<file path="src/rtl/csvlfs_pkg.sv">
// Shared definitions for the CSV line field splitter.
// Holds the character constants, the result entry type and the tuser bit positions.
// No dependencies.
package csvlfs_pkg;

  localparam logic [7:0] CharQuote = 8'h22;
  localparam logic [7:0] CharComma = 8'h2C;

  // Bit positions of the result flags in m_axis_tuser_o.
  localparam int unsigned UserCharValid = 0;
  localparam int unsigned UserFieldEnd  = 1;
  localparam int unsigned UserLineEnd   = 2;
  localparam int unsigned UserWidth     = 3;

  // Default depth of the result queue; it must hold at least two entries.
  localparam int unsigned ResQueueDepth = 4;

  typedef struct packed {
    logic [7:0] out_char;
    logic       char_valid;
    logic       field_end;
    logic       line_end;
    logic       run_last;
  } result_t;

endpackage

</file>
<file path="src/rtl/csv_line_field_splitter_unit.sv">
// Top level of the CSV line field splitter; depends on csvlfs_pkg.
// A character passes through the input register and the result queue before its first
// result is offered. Throughput: one character per cycle while the queue has room for two
// results; a character with two results takes two output transfers.
// Reset (rst_ni low, asynchronous) empties the input register and the result queue
// and returns the parser to the field start state.
module csv_line_field_splitter_unit #(
  parameter int unsigned QueueDepth = csvlfs_pkg::ResQueueDepth
) (
  input  logic                             clk_i,
  input  logic                             rst_ni,
  input  logic                             s_axis_tvalid_i,
  output logic                             s_axis_tready_o,
  input  logic [7:0]                       s_axis_tdata_i,   // [7:0] char_in
  input  logic                             s_axis_tlast_i,   // line_last
  output logic                             m_axis_tvalid_o,
  input  logic                             m_axis_tready_i,
  output logic [7:0]                       m_axis_tdata_o,   // [7:0] out_char
  output logic [csvlfs_pkg::UserWidth-1:0] m_axis_tuser_o,   // [0] char_valid,
                                                             // [1] field_end, [2] line_end
  output logic                             m_axis_tlast_o    // run_last
);

  localparam int unsigned PtrW = (QueueDepth > 1) ? $clog2(QueueDepth) : 1;
  localparam int unsigned CntW = $clog2(QueueDepth + 1);

  localparam logic [1:0] ModeStart  = 2'd0;
  localparam logic [1:0] ModePlain  = 2'd1;
  localparam logic [1:0] ModeQuoted = 2'd2;
  localparam logic [1:0] ModeQseen  = 2'd3;

  logic       in_valid_q;
  logic [7:0] in_char_q;
  logic       in_last_q;
  logic [1:0] mode_q, mode_d;

  csvlfs_pkg::result_t queue_q [QueueDepth];
  logic [PtrW-1:0] wr_ptr_q, rd_ptr_q;
  logic [CntW-1:0] count_q;

  csvlfs_pkg::result_t res0, res1, chr_res, mark_res, line_res;
  logic [1:0] res_n;
  logic       proc, pop, is_quote, is_comma;
  logic       emit_chr, emit_mark;

  // Advances a queue pointer by k entries with wraparound.
  function automatic logic [PtrW-1:0] ptr_add(logic [PtrW-1:0] ptr, logic [1:0] k);
    logic [CntW-1:0] sum;
    sum = CntW'(ptr) + CntW'(k);
    if (sum >= CntW'(QueueDepth)) begin
      sum = sum - CntW'(QueueDepth);
    end
    return PtrW'(sum);
  endfunction

  // The held character is parsed once the queue has room for two results.
  assign proc            = in_valid_q && (count_q <= CntW'(QueueDepth - 2));
  assign s_axis_tready_o = !in_valid_q || proc;
  assign pop             = m_axis_tvalid_o && m_axis_tready_i;

  assign is_quote = (in_char_q == csvlfs_pkg::CharQuote);
  assign is_comma = (in_char_q == csvlfs_pkg::CharComma);

  always_comb begin
    emit_chr  = 1'b0;
    emit_mark = 1'b0;
    mode_d    = mode_q;
    case (mode_q)
      ModeQuoted: begin
        if (is_quote) begin
          mode_d = ModeQseen;
        end else begin
          emit_chr = 1'b1;
          mode_d   = ModeQuoted;
        end
      end
      ModeStart: begin
        if (is_quote) begin
          mode_d = ModeQuoted;
        end else if (is_comma) begin
          emit_mark = 1'b1;
          mode_d    = ModeStart;
        end else begin
          emit_chr = 1'b1;
          mode_d   = ModePlain;
        end
      end
      ModeQseen: begin
        if (is_quote) begin
          emit_chr = 1'b1;
          mode_d   = ModeQuoted;
        end else if (is_comma) begin
          emit_mark = 1'b1;
          mode_d    = ModeStart;
        end else begin
          emit_chr = 1'b1;
          mode_d   = ModePlain;
        end
      end
      default: begin
        if (is_comma) begin
          emit_mark = 1'b1;
          mode_d    = ModeStart;
        end else begin
          emit_chr = 1'b1;
          mode_d   = ModePlain;
        end
      end
    endcase
    if (in_last_q) begin
      mode_d = ModeStart;
    end
  end

  always_comb begin
    chr_res  = '{out_char: in_char_q, char_valid: 1'b1, field_end: 1'b0,
                 line_end: 1'b0, run_last: !in_last_q};
    mark_res = '{out_char: 8'h00, char_valid: 1'b0, field_end: 1'b1,
                 line_end: 1'b0, run_last: !in_last_q};
    line_res = '{out_char: 8'h00, char_valid: 1'b0, field_end: 1'b1,
                 line_end: 1'b1, run_last: 1'b1};
    res1 = line_res;
    if (emit_chr) begin
      res0  = chr_res;
      res_n = in_last_q ? 2'd2 : 2'd1;
    end else if (emit_mark) begin
      res0  = mark_res;
      res_n = in_last_q ? 2'd2 : 2'd1;
    end else begin
      res0  = line_res;
      res_n = in_last_q ? 2'd1 : 2'd0;
    end
  end

  always_ff @(posedge clk_i or negedge rst_ni) begin
    if (!rst_ni) begin
      in_valid_q <= 1'b0;
      mode_q     <= ModeStart;
      wr_ptr_q   <= '0;
      rd_ptr_q   <= '0;
      count_q    <= '0;
    end else begin
      if (s_axis_tready_o) begin
        in_valid_q <= s_axis_tvalid_i;
      end
      if (proc) begin
        mode_q <= mode_d;
      end
      if (proc) begin
        wr_ptr_q <= ptr_add(wr_ptr_q, res_n);
      end
      if (pop) begin
        rd_ptr_q <= ptr_add(rd_ptr_q, 2'd1);
      end
      count_q <= count_q + (proc ? CntW'(res_n) : CntW'(0)) - (pop ? CntW'(1) : CntW'(0));
    end
  end

  always_ff @(posedge clk_i) begin
    if (s_axis_tready_o && s_axis_tvalid_i) begin
      in_char_q <= s_axis_tdata_i;
      in_last_q <= s_axis_tlast_i;
    end
    if (proc && (res_n != 2'd0)) begin
      queue_q[wr_ptr_q] <= res0;
    end
    if (proc && (res_n == 2'd2)) begin
      queue_q[ptr_add(wr_ptr_q, 2'd1)] <= res1;
    end
  end

  assign m_axis_tvalid_o = (count_q != '0);
  assign m_axis_tdata_o  = queue_q[rd_ptr_q].out_char;
  assign m_axis_tlast_o  = queue_q[rd_ptr_q].run_last;
  always_comb begin
    m_axis_tuser_o                            = '0;
    m_axis_tuser_o[csvlfs_pkg::UserCharValid] = queue_q[rd_ptr_q].char_valid;
    m_axis_tuser_o[csvlfs_pkg::UserFieldEnd]  = queue_q[rd_ptr_q].field_end;
    m_axis_tuser_o[csvlfs_pkg::UserLineEnd]   = queue_q[rd_ptr_q].line_end;
  end

endmodule

</file>
<file path="config.mk">
export PLATFORM = sky130hd
export DESIGN_NAME = csv_line_field_splitter_unit
export DESIGN_NICKNAME = d
export VERILOG_FILES = /design/src/rtl/csvlfs_pkg.sv /design/src/rtl/csv_line_field_splitter_unit.sv
export SDC_FILE = /design/constraint.sdc
export NUM_CORES = 1
export LEC_CHECK = 0
export ABC_AREA = 1
export BUFFER_PORTS_ARGS = -buffer_cell sky130_fd_sc_hd__buf_2
export CORE_MARGIN = 2
export CORE_UTILIZATION = 40
export CTS_CLUSTER_SIZE = 30
export DETAILED_ROUTE_END_ITERATION = 12
export SYNTH_ARGS = -nofsm -noshare
export SYNTH_HDL_FRONTEND = slang
export SYNTH_SLANG_ARGS = --single-unit
</file>
<file path="constraint.sdc">
create_clock -name clk_i -period 3 [get_ports clk_i]
set_input_delay 0.6 -clock clk_i [delete_from_list [all_inputs] [get_ports clk_i]]
set_output_delay 0.6 -clock clk_i [all_outputs]
set_load 0.05 [all_outputs]
</file>
# Yosys cells after proc, flatten, opt, wreduce, memory -nomap -nowiden
# Memories as Yosys holds them, arrays and structs flattened.
# Cells that the tools add are included.
# word_totals
ff_bits	19
ramBits	48
inputBits	13
output_inout_bits	14
elab_cells	66
memories	1
# op_classes
n_addsub	8
n_lt_le_gt_ge	4
eq_ne	5
muxes	29
n_reduce_logical	12
# memory_table
memory	depth	width	rd	rd_ports_with_merged_regs	write_ports	line_no	text
queue_q	4	12	1	0	2	csv_line_field_splitter_unit.sv:37	csvlfs_pkg::result_t queue_q [QueueDepth];
# op_table
op	count
2-bit 2-to-1 mux	11
8-bit by 6-bit equality test with 1-bit output, second input constant	2
1-bit 2-to-1 mux	14
12-bit 2-to-1 mux	1
3-bit >= comparator, second input constant	3
2-bit by 1-bit adder with 3-bit output, second input constant	2
2-bit equality test, second input constant	3
2-bit by 1-bit subtractor with 2-bit output, second input constant	3
1-bit logical AND	5
2-bit one-hot mux with 2 select lines	1
2-bit by 2-bit adder with 3-bit output	1
3-bit by 2-bit adder with 3-bit output	1
3-bit by 2-bit <= comparator with 1-bit output, second input constant	1
1-bit one-hot mux with 3 select lines	1
3-bit nonzero test	1
3-bit by 1-bit subtractor with 3-bit output	1
1-bit logical NOT	2
2-bit logical NOT	1
1-bit one-hot mux with 2 select lines	1
2-bit nonzero test	1
2-bit OR reduction	1
1-bit logical OR	1

# Longest topological paths before layout
# Gate-level depths: netlist of run 1.
# logic_depth
ltp_word	10
ltp_mapped	16
mapped_depth_nobuf	16

# Worst setup path after synthesis of run 1
# OpenSTA, ideal clock, no wires.
# synth_path
path_kind	register to register
start	register mode_q[0]
end	register count_q[2]
setup_ps	129
arrival_time_ps	2428
required_time_ps	2871
slack_ps	444
path_stages_with_launch	15
path_buffers	0
period_less_slack_ps	2556
cell_sequence	dfrtp_1 inv_1 ha_1 a21oi_1 ha_1 inv_1 nand2_1 nand3_2 ha_1 inv_1 ha_1 inv_1 fa_1 xnor2_1 xor2_1
# synth_between
elab_chain_len	8
elab_cells_between_ends	11
classes_between	2 x add/sub; 2 x eq/ne; 5 x mux; 2 x reduce/logical
# synth_rtl
element	line_no	text
from (decl)	csv_line_field_splitter_unit.sv:35	logic [1:0] mode_q, mode_d;
from (signal assigned)	csv_line_field_splitter_unit.sv:138	mode_q <= ModeStart;
from (signal assigned)	csv_line_field_splitter_unit.sv:147	mode_q <= mode_d;
2-bit equality test or 2-bit logical NOT (tied branches)	csv_line_field_splitter_unit.sv:68	case (mode_q)
2-bit OR reduction (no line)	-	
1-bit one-hot mux with 2 select lines	csv_line_field_splitter_unit.sv:68	
2-bit 2-to-1 mux	csv_line_field_splitter_unit.sv:126	end else if (emit_mark) begin
2-bit 2-to-1 mux *	csv_line_field_splitter_unit.sv:123	if (emit_chr) begin
2-bit 2-to-1 mux *	csv_line_field_splitter_unit.sv:155	count_q <= count_q + (proc ? CntW'(res_n) : CntW'(0)) - (pop ? CntW'(1) : CntW'(0));
3-bit by 2-bit adder with 3-bit output *	csv_line_field_splitter_unit.sv:155	
3-bit by 1-bit subtractor with 3-bit output *	csv_line_field_splitter_unit.sv:155	
to (signal assigned)	csv_line_field_splitter_unit.sv:155	
to (decl)	csv_line_field_splitter_unit.sv:39	logic [CntW-1:0] count_q;
# Mark *: on every way between the ends. The rest lies on a longest branch, timed or not.
# A chain may end at the register's enable or synchronous reset.

# Final worst setup path of run 1
# Same ends and word-level chain as after synthesis.

==> results of run 1 <==
-- metrics by stage --
stage	hold WS (ns)	worst slack (ns)	util [%]	std cells	area [µm²]
floorplan	0.304	0.444	-	451	3360
global placement	0.433	0.354	43.4	566	3550
detailed placement	0.441	0.284	43.4	566	3550
CTS	0.102	0.249	46.3	582	3780
global route	0.125	0.0253	46.3	582	3780
finish	0.103	0.260	46.3	582	3780
-- worst paths after layout --
path,start,to,cells after the start
setup / recovery,mode_q[0]$_DFFE_PN0P_,count_q[2]$_DFF_PN0_,14
hold / removal,rst_ni,in_valid_q$_DFFE_PN0N_,1
setup reg to reg,mode_q[0]$_DFFE_PN0P_,count_q[2]$_DFF_PN0_,14
hold reg to reg,queue_q[1][1]$_SDFFE_PP1P_,queue_q[1][1]$_SDFFE_PP1P_,2
max in group asynchronous,rst_ni,rd_ptr_q[1]$_DFFE_PN0P_,1
min in group clk_i,s_axis_tdata_i[7],in_char_q[7]$_DFFE_PP_,1
-- cell families after synthesis --
| family | synth area share, % |
|---|---|
| AOI/OAI and AO/OA | 12.4 |
| adders and majority gates | 3.95 |
| buffers and inverters | 8.49 |
| and+or+nand+nor | 29.7 |
| xor gates and xnor gates | 1.30 |
| DFF | 44.1 |
-- flip-flops by register name (all words and copies together), names as in the netlist --
register    flops
in_char_q       8
wr_ptr_q        2
count_q         3
queue_q        48
in_valid_q      1
in_last_q       1
rd_ptr_q        2
mode_q          2
-- metal layers --
layer	wire length (µm)	GRT usage (%)	vias up	part of all wire [%]
met2	3610	31.4	74	46
met5	0	0	-	0
li1	-	-	1518	-
met1	3650	24.8	1348	47
met3	444	2.61	14	5.7
met4	141	7.02	0	1.8
-- critical path: cells and delay by family, from the launching register on --
kind                     cells  cell delay, ns
AND/OR/NAND/NOR              2            0.17
buffers and inverters        4            0.23
XOR/XNOR                     2            0.33
adder cells (fa/ha/maj)      5            1.33
flip-flops                   1            0.38
AO/OA/AOI/OAI                1            0.21
-- synth_stat cells --
library cell	instances	area share (%)
clkbuf_1	11	1.2
nand4_1	1	0.19
o211ai_1	1	0.22
a21boi_0	1	0.22
xnor2_1	1	0.26
dfxtp_1	48	29
nand2_4	2	0.67
a21oi_2	1	0.26
xor2_1	4	1.0
buf_6	4	1.3
o22ai_1	11	2.0
nor2_2	2	0.37
edfxtp_1	9	8.0
inv_1	39	4.4
buf_8	1	0.45
a21oi_1	35	5.2
nand3_2	7	2.1
fa_1	1	0.60
nor2_1	73	8.2
buf_2	6	0.89
o21ai_0	30	4.5
nand2_2	5	0.93
nand3_1	55	8.2
dfrtp_1	10	7.4
inv_2	1	0.11
ha_1	9	3.4
clkinv_1	1	0.11
nand2_1	82	9.2
-- final cells by class --
type	instances	area [µm²]
clock inverters	6	86.3
flip-flops and latches	67	1480
inverters	41	154
repair buffers	32	188
well taps	105	131
fillers	872	4390
clock buffers	10	149
multi-input cells	321	1590
==> summary.txt, run 1 <==
via/cell ratio: 5.08
critical-path cell list: inv_1 > ha_1 > a21oi_1 > ha_1 > inv_1 > nand2_1 > nand3_2 > ha_1 > inv_1 > ha_1 > inv_1 > fa_1 > xnor2_1 > xor2_1
CTS Sinks: 67
Ant. Diodes: 0
crit share post-route: 91.3%
Placeable Area: 8180 µm²
Hold WC Path Type: primary input to asynchronous set/reset pin
Distinct cells, synth: 28
clock skew: 0.00938 ns
CP required: 3.27 ns
Skew-Pair Late Insertion Delay: 0.35 ns
clock-pin transition on the worst setup and hold timing paths: 0.07 ns
Seq/Total Area, Yosys: 44.1%
Slew Limit Headroom: 48.1%
initial antenna violation count: 0
Final nets: 495
final slew viol count: 0
# IOs: 27
post-synthesis cell count: 451
GRT Util Overall: 18.8%
Startpoint Class: flop
Area Growth Syn to Fin: 12.6%
first-pass GRT wire length: 13.2 mm
drt wl/cell: 13.5 µm
CP max-delay cell: dfrtp_1
Die X: 95.7 µm
commonest non-fill, non-tap cell in the layout: nand2_1
DRT Wirelength: 7.85 mm
Crit. End Element: flop
syn nets: 474
total grt overflow: 0
drt drc: 0
Crit Path Category: flop to flop
Placer Congestion: 0.867
Die Ht: 95.7 µm
Port Buf Inserts: 26
TritonCTS clock tree: yes
RSZ-0062 raised after global routing: false
Final Critical Period: 2.74 ns
1st-iter DRT viols: 136
actual slew at the worst max-slew pin: 0.778 ns
post-route ant nets: 0
final hold violations: 0
# Max-Cap Violations: 0
layout cells sized above 1: 13.6%
r2r setup slk: 0.26 ns
Worst EP arrival: 3.01 ns
CTS Buf Count: 9
syn avg cell area: 7.45 µm²
critical path peak fanout: 3
H-tree Lvls: 3
Clock Tree Buf Depth: 2
# resized after CTS: 0
Die Area: 9150 µm²
vias in the first global route: 2744
Synth Warn #: 0
# hold bufs at CTS: 0
highest clock rate: 365 MHz
Post-CTS Setup Inserts: 0
vias: 2954
Root Buffer Master: clkbuf_8
DPL Wire Length: 5.22 mm
flops & latches, synth: 67
post-route setup TNS: 0 ns
Cell Area, Synth: 3360 µm²
endpoints failing setup: 0
number of detailed-route iterations in the first pass: 4
CP peak stage delay: 0.38 ns
row cnt: 33
largest net degree at the start of global routing: 43
outcome: finished clean
effective utilization at floorplan: 41.1%
most frequent cells in the layout: nand2_1, nor2_1, nand3_1
Power of run 1 is not shown: default switching activity piles up to over one toggle a cycle in this logic, so the estimate is an artifact.
==> run 2, diff against run 1 <==
- ABC_AREA: 1 -> 0
==> run 2 against run 1 <==
Against the previous run:
- the flow now finishes with violations (setup timing)
- wire length down 13%
- flip-flop and latch count did not move
- design area increased by 0.63%
- synthesized area is 4.4% lower
- critical endpoint unchanged
- critical path type unchanged
- first-iteration DRC count shrank 19%
- synthesized cell count down 36%
- count of clock-buffer cells in the layout decreased by 1
- register-to-register slack worse by 0.26 ns
- utilization rose by 2.7 points
- global-route usage down 1.5 points
==> summary.txt, run 2 <==
Worst Setup SP: in_char_q[6]$_DFFE_PP_
crit share post-route: 100%
Die Ht: 93.6 µm
critical path peak fanout: 2
DRT Wirelength: 6.85 mm
Die Area: 8770 µm²
FILL cells: 726
CP peak stage delay: 0.57 ns
Slew Limit Headroom: 55.0%
Crit path max-delay family: adder cells
Max Used Layer: met4
# Max-Cap Violations: 0
Synth Area in Simple Gates: 14.3%
main area contributors after synthesis: dfxtp_1, mux2i_1, edfxtp_1, mux4_2, dfrtp_1
Root Buffer Master: clkbuf_8
most frequent cells in the layout: dfxtp_1, nor2_1, mux2i_1
Synth top area share: 29.9%
syn avg cell area: 11.2 µm²
top cells by count, synth: dfxtp_1, nor2_1, mux2i_1
Final Critical Period: 3.00 ns
Cell Area, Synth: 3210 µm²
r2r setup slk: -0.001 ns
drt wl/cell: 15.6 µm
WP buf/inv: 2
worst r2r src: in_char_q[6]$_DFFE_PP_
M1 WL: 3.39 mm
CP max-delay cell: or4b_4
final setup margin: -0.00108 ns
TritonCTS clock tree: yes
layout cells sized above 1: 28.4%
flops & latches, synth: 67
Ant. Diodes: 0
actual slew at the worst max-slew pin: 0.676 ns
failing checks: setup timing
largest net degree at the start of global routing: 16
final slew viol count: 0
DPL Wire Length: 4.58 mm
commonest non-fill, non-tap cell in the layout: dfxtp_1
EDFF count, synth: 9
Post-Synth Adder-Cell Area: 4.13%
GRT Util Overall: 17.3%
clock-pin transition on the worst setup and hold timing paths: 0.08 ns
post-synthesis xor/xnor area fraction: 1.36%
cell taking the most area after synthesis: dfxtp_1
critical-path cell list: or4b_4 > nor3_4 > o21a_1 > ha_4 > o31a_1 > nand2_1 > ha_1 > inv_1 > ha_1 > inv_1 > fa_2 > xor2_1 > xnor2_1
RSZ-0062 raised after global routing: true
Distinct cells, synth: 47
Top reg by flops: queue_q
# IOs: 27
effective utilization at floorplan: 41.4%
combinational family with the most area after synthesis: multiplexers
endpoints failing setup: 1
total grt overflow: 0
Area Growth Syn to Fin: 18.5%
LEAKAGE: 0.00158 µW
biggest registers after layout: queue_q (48), in_char_q (8), count_q (3)
first-pass GRT wire length: 11.5 mm
CP required: 3.23 ns
outcome: complete, but fails checks
worst vdd ir: 618 µV
final hold violations: 0
1st-iter DRT viols: 110
Synth Warn #: 0
Crit Path Category: flop to flop
asr flop ratio synth: 14.9%
Placer Congestion: 0.887
post-route setup TNS: -0.00108 ns
post-synthesis cell count: 287
Compound-Gate Fraction of Synth Area: 11.5%
drt drc: 0
most common cell in the netlist: dfxtp_1
clock skew: 0.00686 ns
Placeable Area: 7770 µm²
post-placement setup slack: -0.0407 ns
max reg flops: 48
DR WL met3: 212 µm
Most used DFF post-synth: dfxtp_1
post-route ant nets: 0
Hold WC Path Type: primary input to asynchronous set/reset pin
Cell Pwr Density: 1250 nW/µm²
Port Buf Inserts: 26
Crit. End Element: flop
Startpoint Class: flop
vias: 2215
CTS Sinks: 67
highest clock rate: 333 MHz
CTS Buf Count: 9
syn nets: 310
Worst EP arrival: 3.23 ns
vias in the first global route: 2268
via/cell ratio: 5.03
Skew-Pair Late Insertion Delay: 0.34 ns
Seq/Total Area, Yosys: 46.1%
H-tree Lvls: 3
initial antenna violation count: 0
number of detailed-route iterations in the first pass: 4
met2 routed WL: 3.16 mm
Final nets: 356
Die X: 93.6 µm
Clock Tree Buf Depth: 2
row cnt: 32
mux contribution to synthesized area: 18.7%
[run 2: path summary, 6_finish.rpt]
kind,depth (start not counted),end
worst max-delay path,13,count_q[2]$_DFF_PN0_
worst min-delay path,1,in_valid_q$_DFFE_PN0N_
worst max register to register,13,count_q[2]$_DFF_PN0_
worst min register to register,2,queue_q[3][5]$_SDFFE_PP0P_
max in group asynchronous,1,mode_q[1]$_DFFE_PN0P_
min in group clk_i,1,in_last_q$_DFFE_PP_
[run 2: cells by family (layout without fill, tap and decap cells)]
| family | after synthesis | after routing |
|---|---|---|
| mux | 45 | 45 |
| simple gates | 89 | 89 |
| fa+ha+maj | 10 | 10 |
| flops | 67 | 67 |
| buf+inv | 24 | 75 |
| xor+xnor | 5 | 5 |
| compound gates | 47 | 47 |
[run 2: metal layers]
metal  global-route usage [%]  vias up
met4                     5.80        0
met1                     23.7     1056
met5                        0        -
met3                     3.71        6
met2                     27.3       32
li1                         -     1121
[run 2: per-stage QoR]
stage	total power (µW)	instance area, µm²	instances	utilization [%]	hold WS [ns]
3_5_place_dp	3980	3550	420	45.7	0.478
5_1_grt	5100	3810	440	49.0	0.107
4_1_cts	4770	3780	438	48.7	0.107
2_1_floorplan	3430	3220	287	-	0.304
6_report	4750	3810	440	49.0	0.108
3_3_place_gp	3930	3550	420	45.7	0.457
[run 2: worst reg2reg max path: cells and delay by family, from the launching register on]
kind            cells  cell delay (ns)
simple gates        3             0.78
compound gates      2             0.48
xor+xnor            2             0.27
buf+inv             2             0.10
fa+ha+maj           4             0.88
flops               1             0.38
[run 2: report_power, final]
part	switching [µW]	internal (µW)	total, µW
Clock	370	390	759
Sequential	238	1310	1540
Combinational	1470	975	2450
[run 2: area by class of cell]
class | instances | area, µm² | share of cell area (%)
Clock inverter | 7 | 75.1 | 1.97
Inverter | 10 | 37.5 | 0.986
Timing Repair Buffer | 49 | 303 | 7.95
Clock buffer | 9 | 124 | 3.25
Multi-Input combinational cell | 196 | 1660 | 43.6
Tap cell | 102 | 128 | 3.35
Sequential cell | 67 | 1480 | 38.9
[run 2: timing repair]
item / CTS / global route
setup endpoints to repair: 1 / 2
buffers inserted: 2 / 2
hold buffers: 0 / 0
pin swaps: 0 / 1
gates resized for setup: 2 / 2
(Power assumes the default switching activity.)
==> run 3, diff against run 2 <==
- CORE_MARGIN: 2 -> 3
==> run 3 against run 2 <==
Against the previous run:
- the run still ends with setup timing left
- global-route usage down 1.2 points
- maximum frequency shrank 0.54%
- sequential power barely moved
- critical endpoint unchanged
==> summary.txt, run 3 (synthesized netlist as in run 2, its figures left out) <==
clock-pin transition on the worst setup and hold timing paths: 0.08 ns
number of detailed-route iterations in the first pass: 4
Crit. End Element: flop
initial antenna violation count: 0
CP required: 3.22 ns
H-tree Lvls: 3
commonest non-fill, non-tap cell in the layout: dfxtp_1
final setup margin: -0.0173 ns
biggest registers after layout: queue_q (48), in_char_q (8), count_q (3)
WP buf/inv: 2
Slew Limit Headroom: 55.2%
Root Buffer Master: clkbuf_8
Area Growth Syn to Fin: 18.2%
via/cell ratio: 5.14
Final Critical Period: 3.02 ns
clock skew: 0.0107 ns
critical-path cell list: or4b_4 > nor3_4 > o21a_1 > ha_4 > o31a_1 > nand2_1 > ha_1 > inv_1 > ha_1 > inv_1 > fa_2 > xor2_1 > xnor2_1
vias in the first global route: 2313
GRT Util Overall: 16.1%
most frequent cells in the layout: dfxtp_1, nor2_1, mux2i_1
drt drc: 0
Die Area: 9140 µm²
final hold violations: 0
Die X: 95.6 µm
drt wl/cell: 15.2 µm
1st-iter DRT viols: 48
actual slew at the worst max-slew pin: 0.666 ns
Top reg by flops: queue_q
worst-case reg-to-reg path depth: 13
Crit path max-delay family: adder cells
CTS Buf Count: 9
CP max-delay cell: or4b_4
DPL Wire Length: 4.77 mm
endpoints failing setup: 1
Crit Path Category: flop to flop
vias: 2278
highest clock rate: 331 MHz
max reg flops: 48
crit share post-route: 101%
Die Ht: 95.6 µm
layout cells sized above 1: 28.4%
row cnt: 32
Hold Slack: 0.117 ns
# hold bufs at CTS: 0
DRT Wirelength: 6.73 mm
Startpoint Class: flop
worst vdd ir: 536 µV
WP depth: 13
Final nets: 359
first-pass GRT wire length: 11.2 mm
Cell Pwr Density: 1230 nW/µm²
# Max-Cap Violations: 0
post-route ant nets: 0
Placer Congestion: 0.880
final slew viol count: 0
critical path peak fanout: 2
failing checks: setup timing
Hold WC Path Type: primary input to asynchronous set/reset pin
LEAKAGE: 0.00158 µW
effective utilization at floorplan: 41.4%
outcome: complete, but fails checks
Worst EP arrival: 3.24 ns
total grt overflow: 0
TritonCTS clock tree: yes
Placeable Area: 7770 µm²
Clock Tree Buf Depth: 2
largest net degree at the start of global routing: 16
post-placement setup slack: -0.0407 ns
RSZ-0062 raised after global routing: true
Tot Pwr: 4680 µW
Port Buf Inserts: 26
Skew-Pair Late Insertion Delay: 0.34 ns
Ant. Diodes: 0
CTS Sinks: 67
# IOs: 27
CP peak stage delay: 0.57 ns
==> run 3: cell count changes in the layout (fill, tap and decap cells not counted), sizes merged <==
cell / before / now
buf: 49 / 52
bufinv: 1 / 0
clkinv: 2 / 4
inv: 13 / 12
==> run 3: power breakdown <==
part	switching (µW)	internal [µW]
Clock	367	305
Sequential	240	1310
Combinational	1470	987
==> run 3: layer usage <==
metal	routed length, µm	up-vias	global-route usage (%)
li1	-	1123	-
met1	3250	1123	20.6
met2	3210	22	26.7
met3	175	10	3.39
met4	91	0	5.57
met5	0	-	0
==> run 3: what timing repair did <==
action                     4_1_cts  5_1_grt
gates resized for setup          0        2
pin swaps                        1        2
buffers inserted                 1        2
setup endpoints to repair        1        4
==> run 3: final cells by class <==
cell class | count | area, µm²
sequential | 67 | 1480
timing repair buffer | 52 | 325
inverter | 10 | 37.5
clock inverter | 7 | 52.6
tap | 102 | 128
fill | 719 | 3970
clock buffer | 9 | 124
multi-input combinational | 196 | 1650
==> run 3: final timing paths <==
check | startpoint | endpoint | slack (ns)
max in group asynchronous | rst_ni | wr_ptr_q[0]$_DFFE_PN0P_ | 2.68
max | in_char_q[7]$_DFFE_PP_ | count_q[2]$_DFF_PN0_ | -0.02
max reg2reg | in_char_q[7]$_DFFE_PP_ | count_q[2]$_DFF_PN0_ | -0.02
min | rst_ni | in_valid_q$_DFFE_PN0N_ | 0.12
min in group clk_i | s_axis_tdata_i[2] | in_char_q[2]$_DFFE_PP_ | 0.44
min reg2reg | queue_q[3][10]$_SDFFE_PP0P_ | queue_q[3][10]$_SDFFE_PP0P_ | 0.49
==> run 3: per-stage QoR <==
stage	instances	utilization (%)	setup TNS, ns	instance area [µm²]
finish	443	48.9	-0.0173	3800
global route	443	48.9	-0.258	3800
floorplan	287	-	-0.0328	3220
global placement	424	46.1	0	3580
CTS	441	48.5	-0.0355	3770
detailed placement	424	46.1	-0.0407	3580
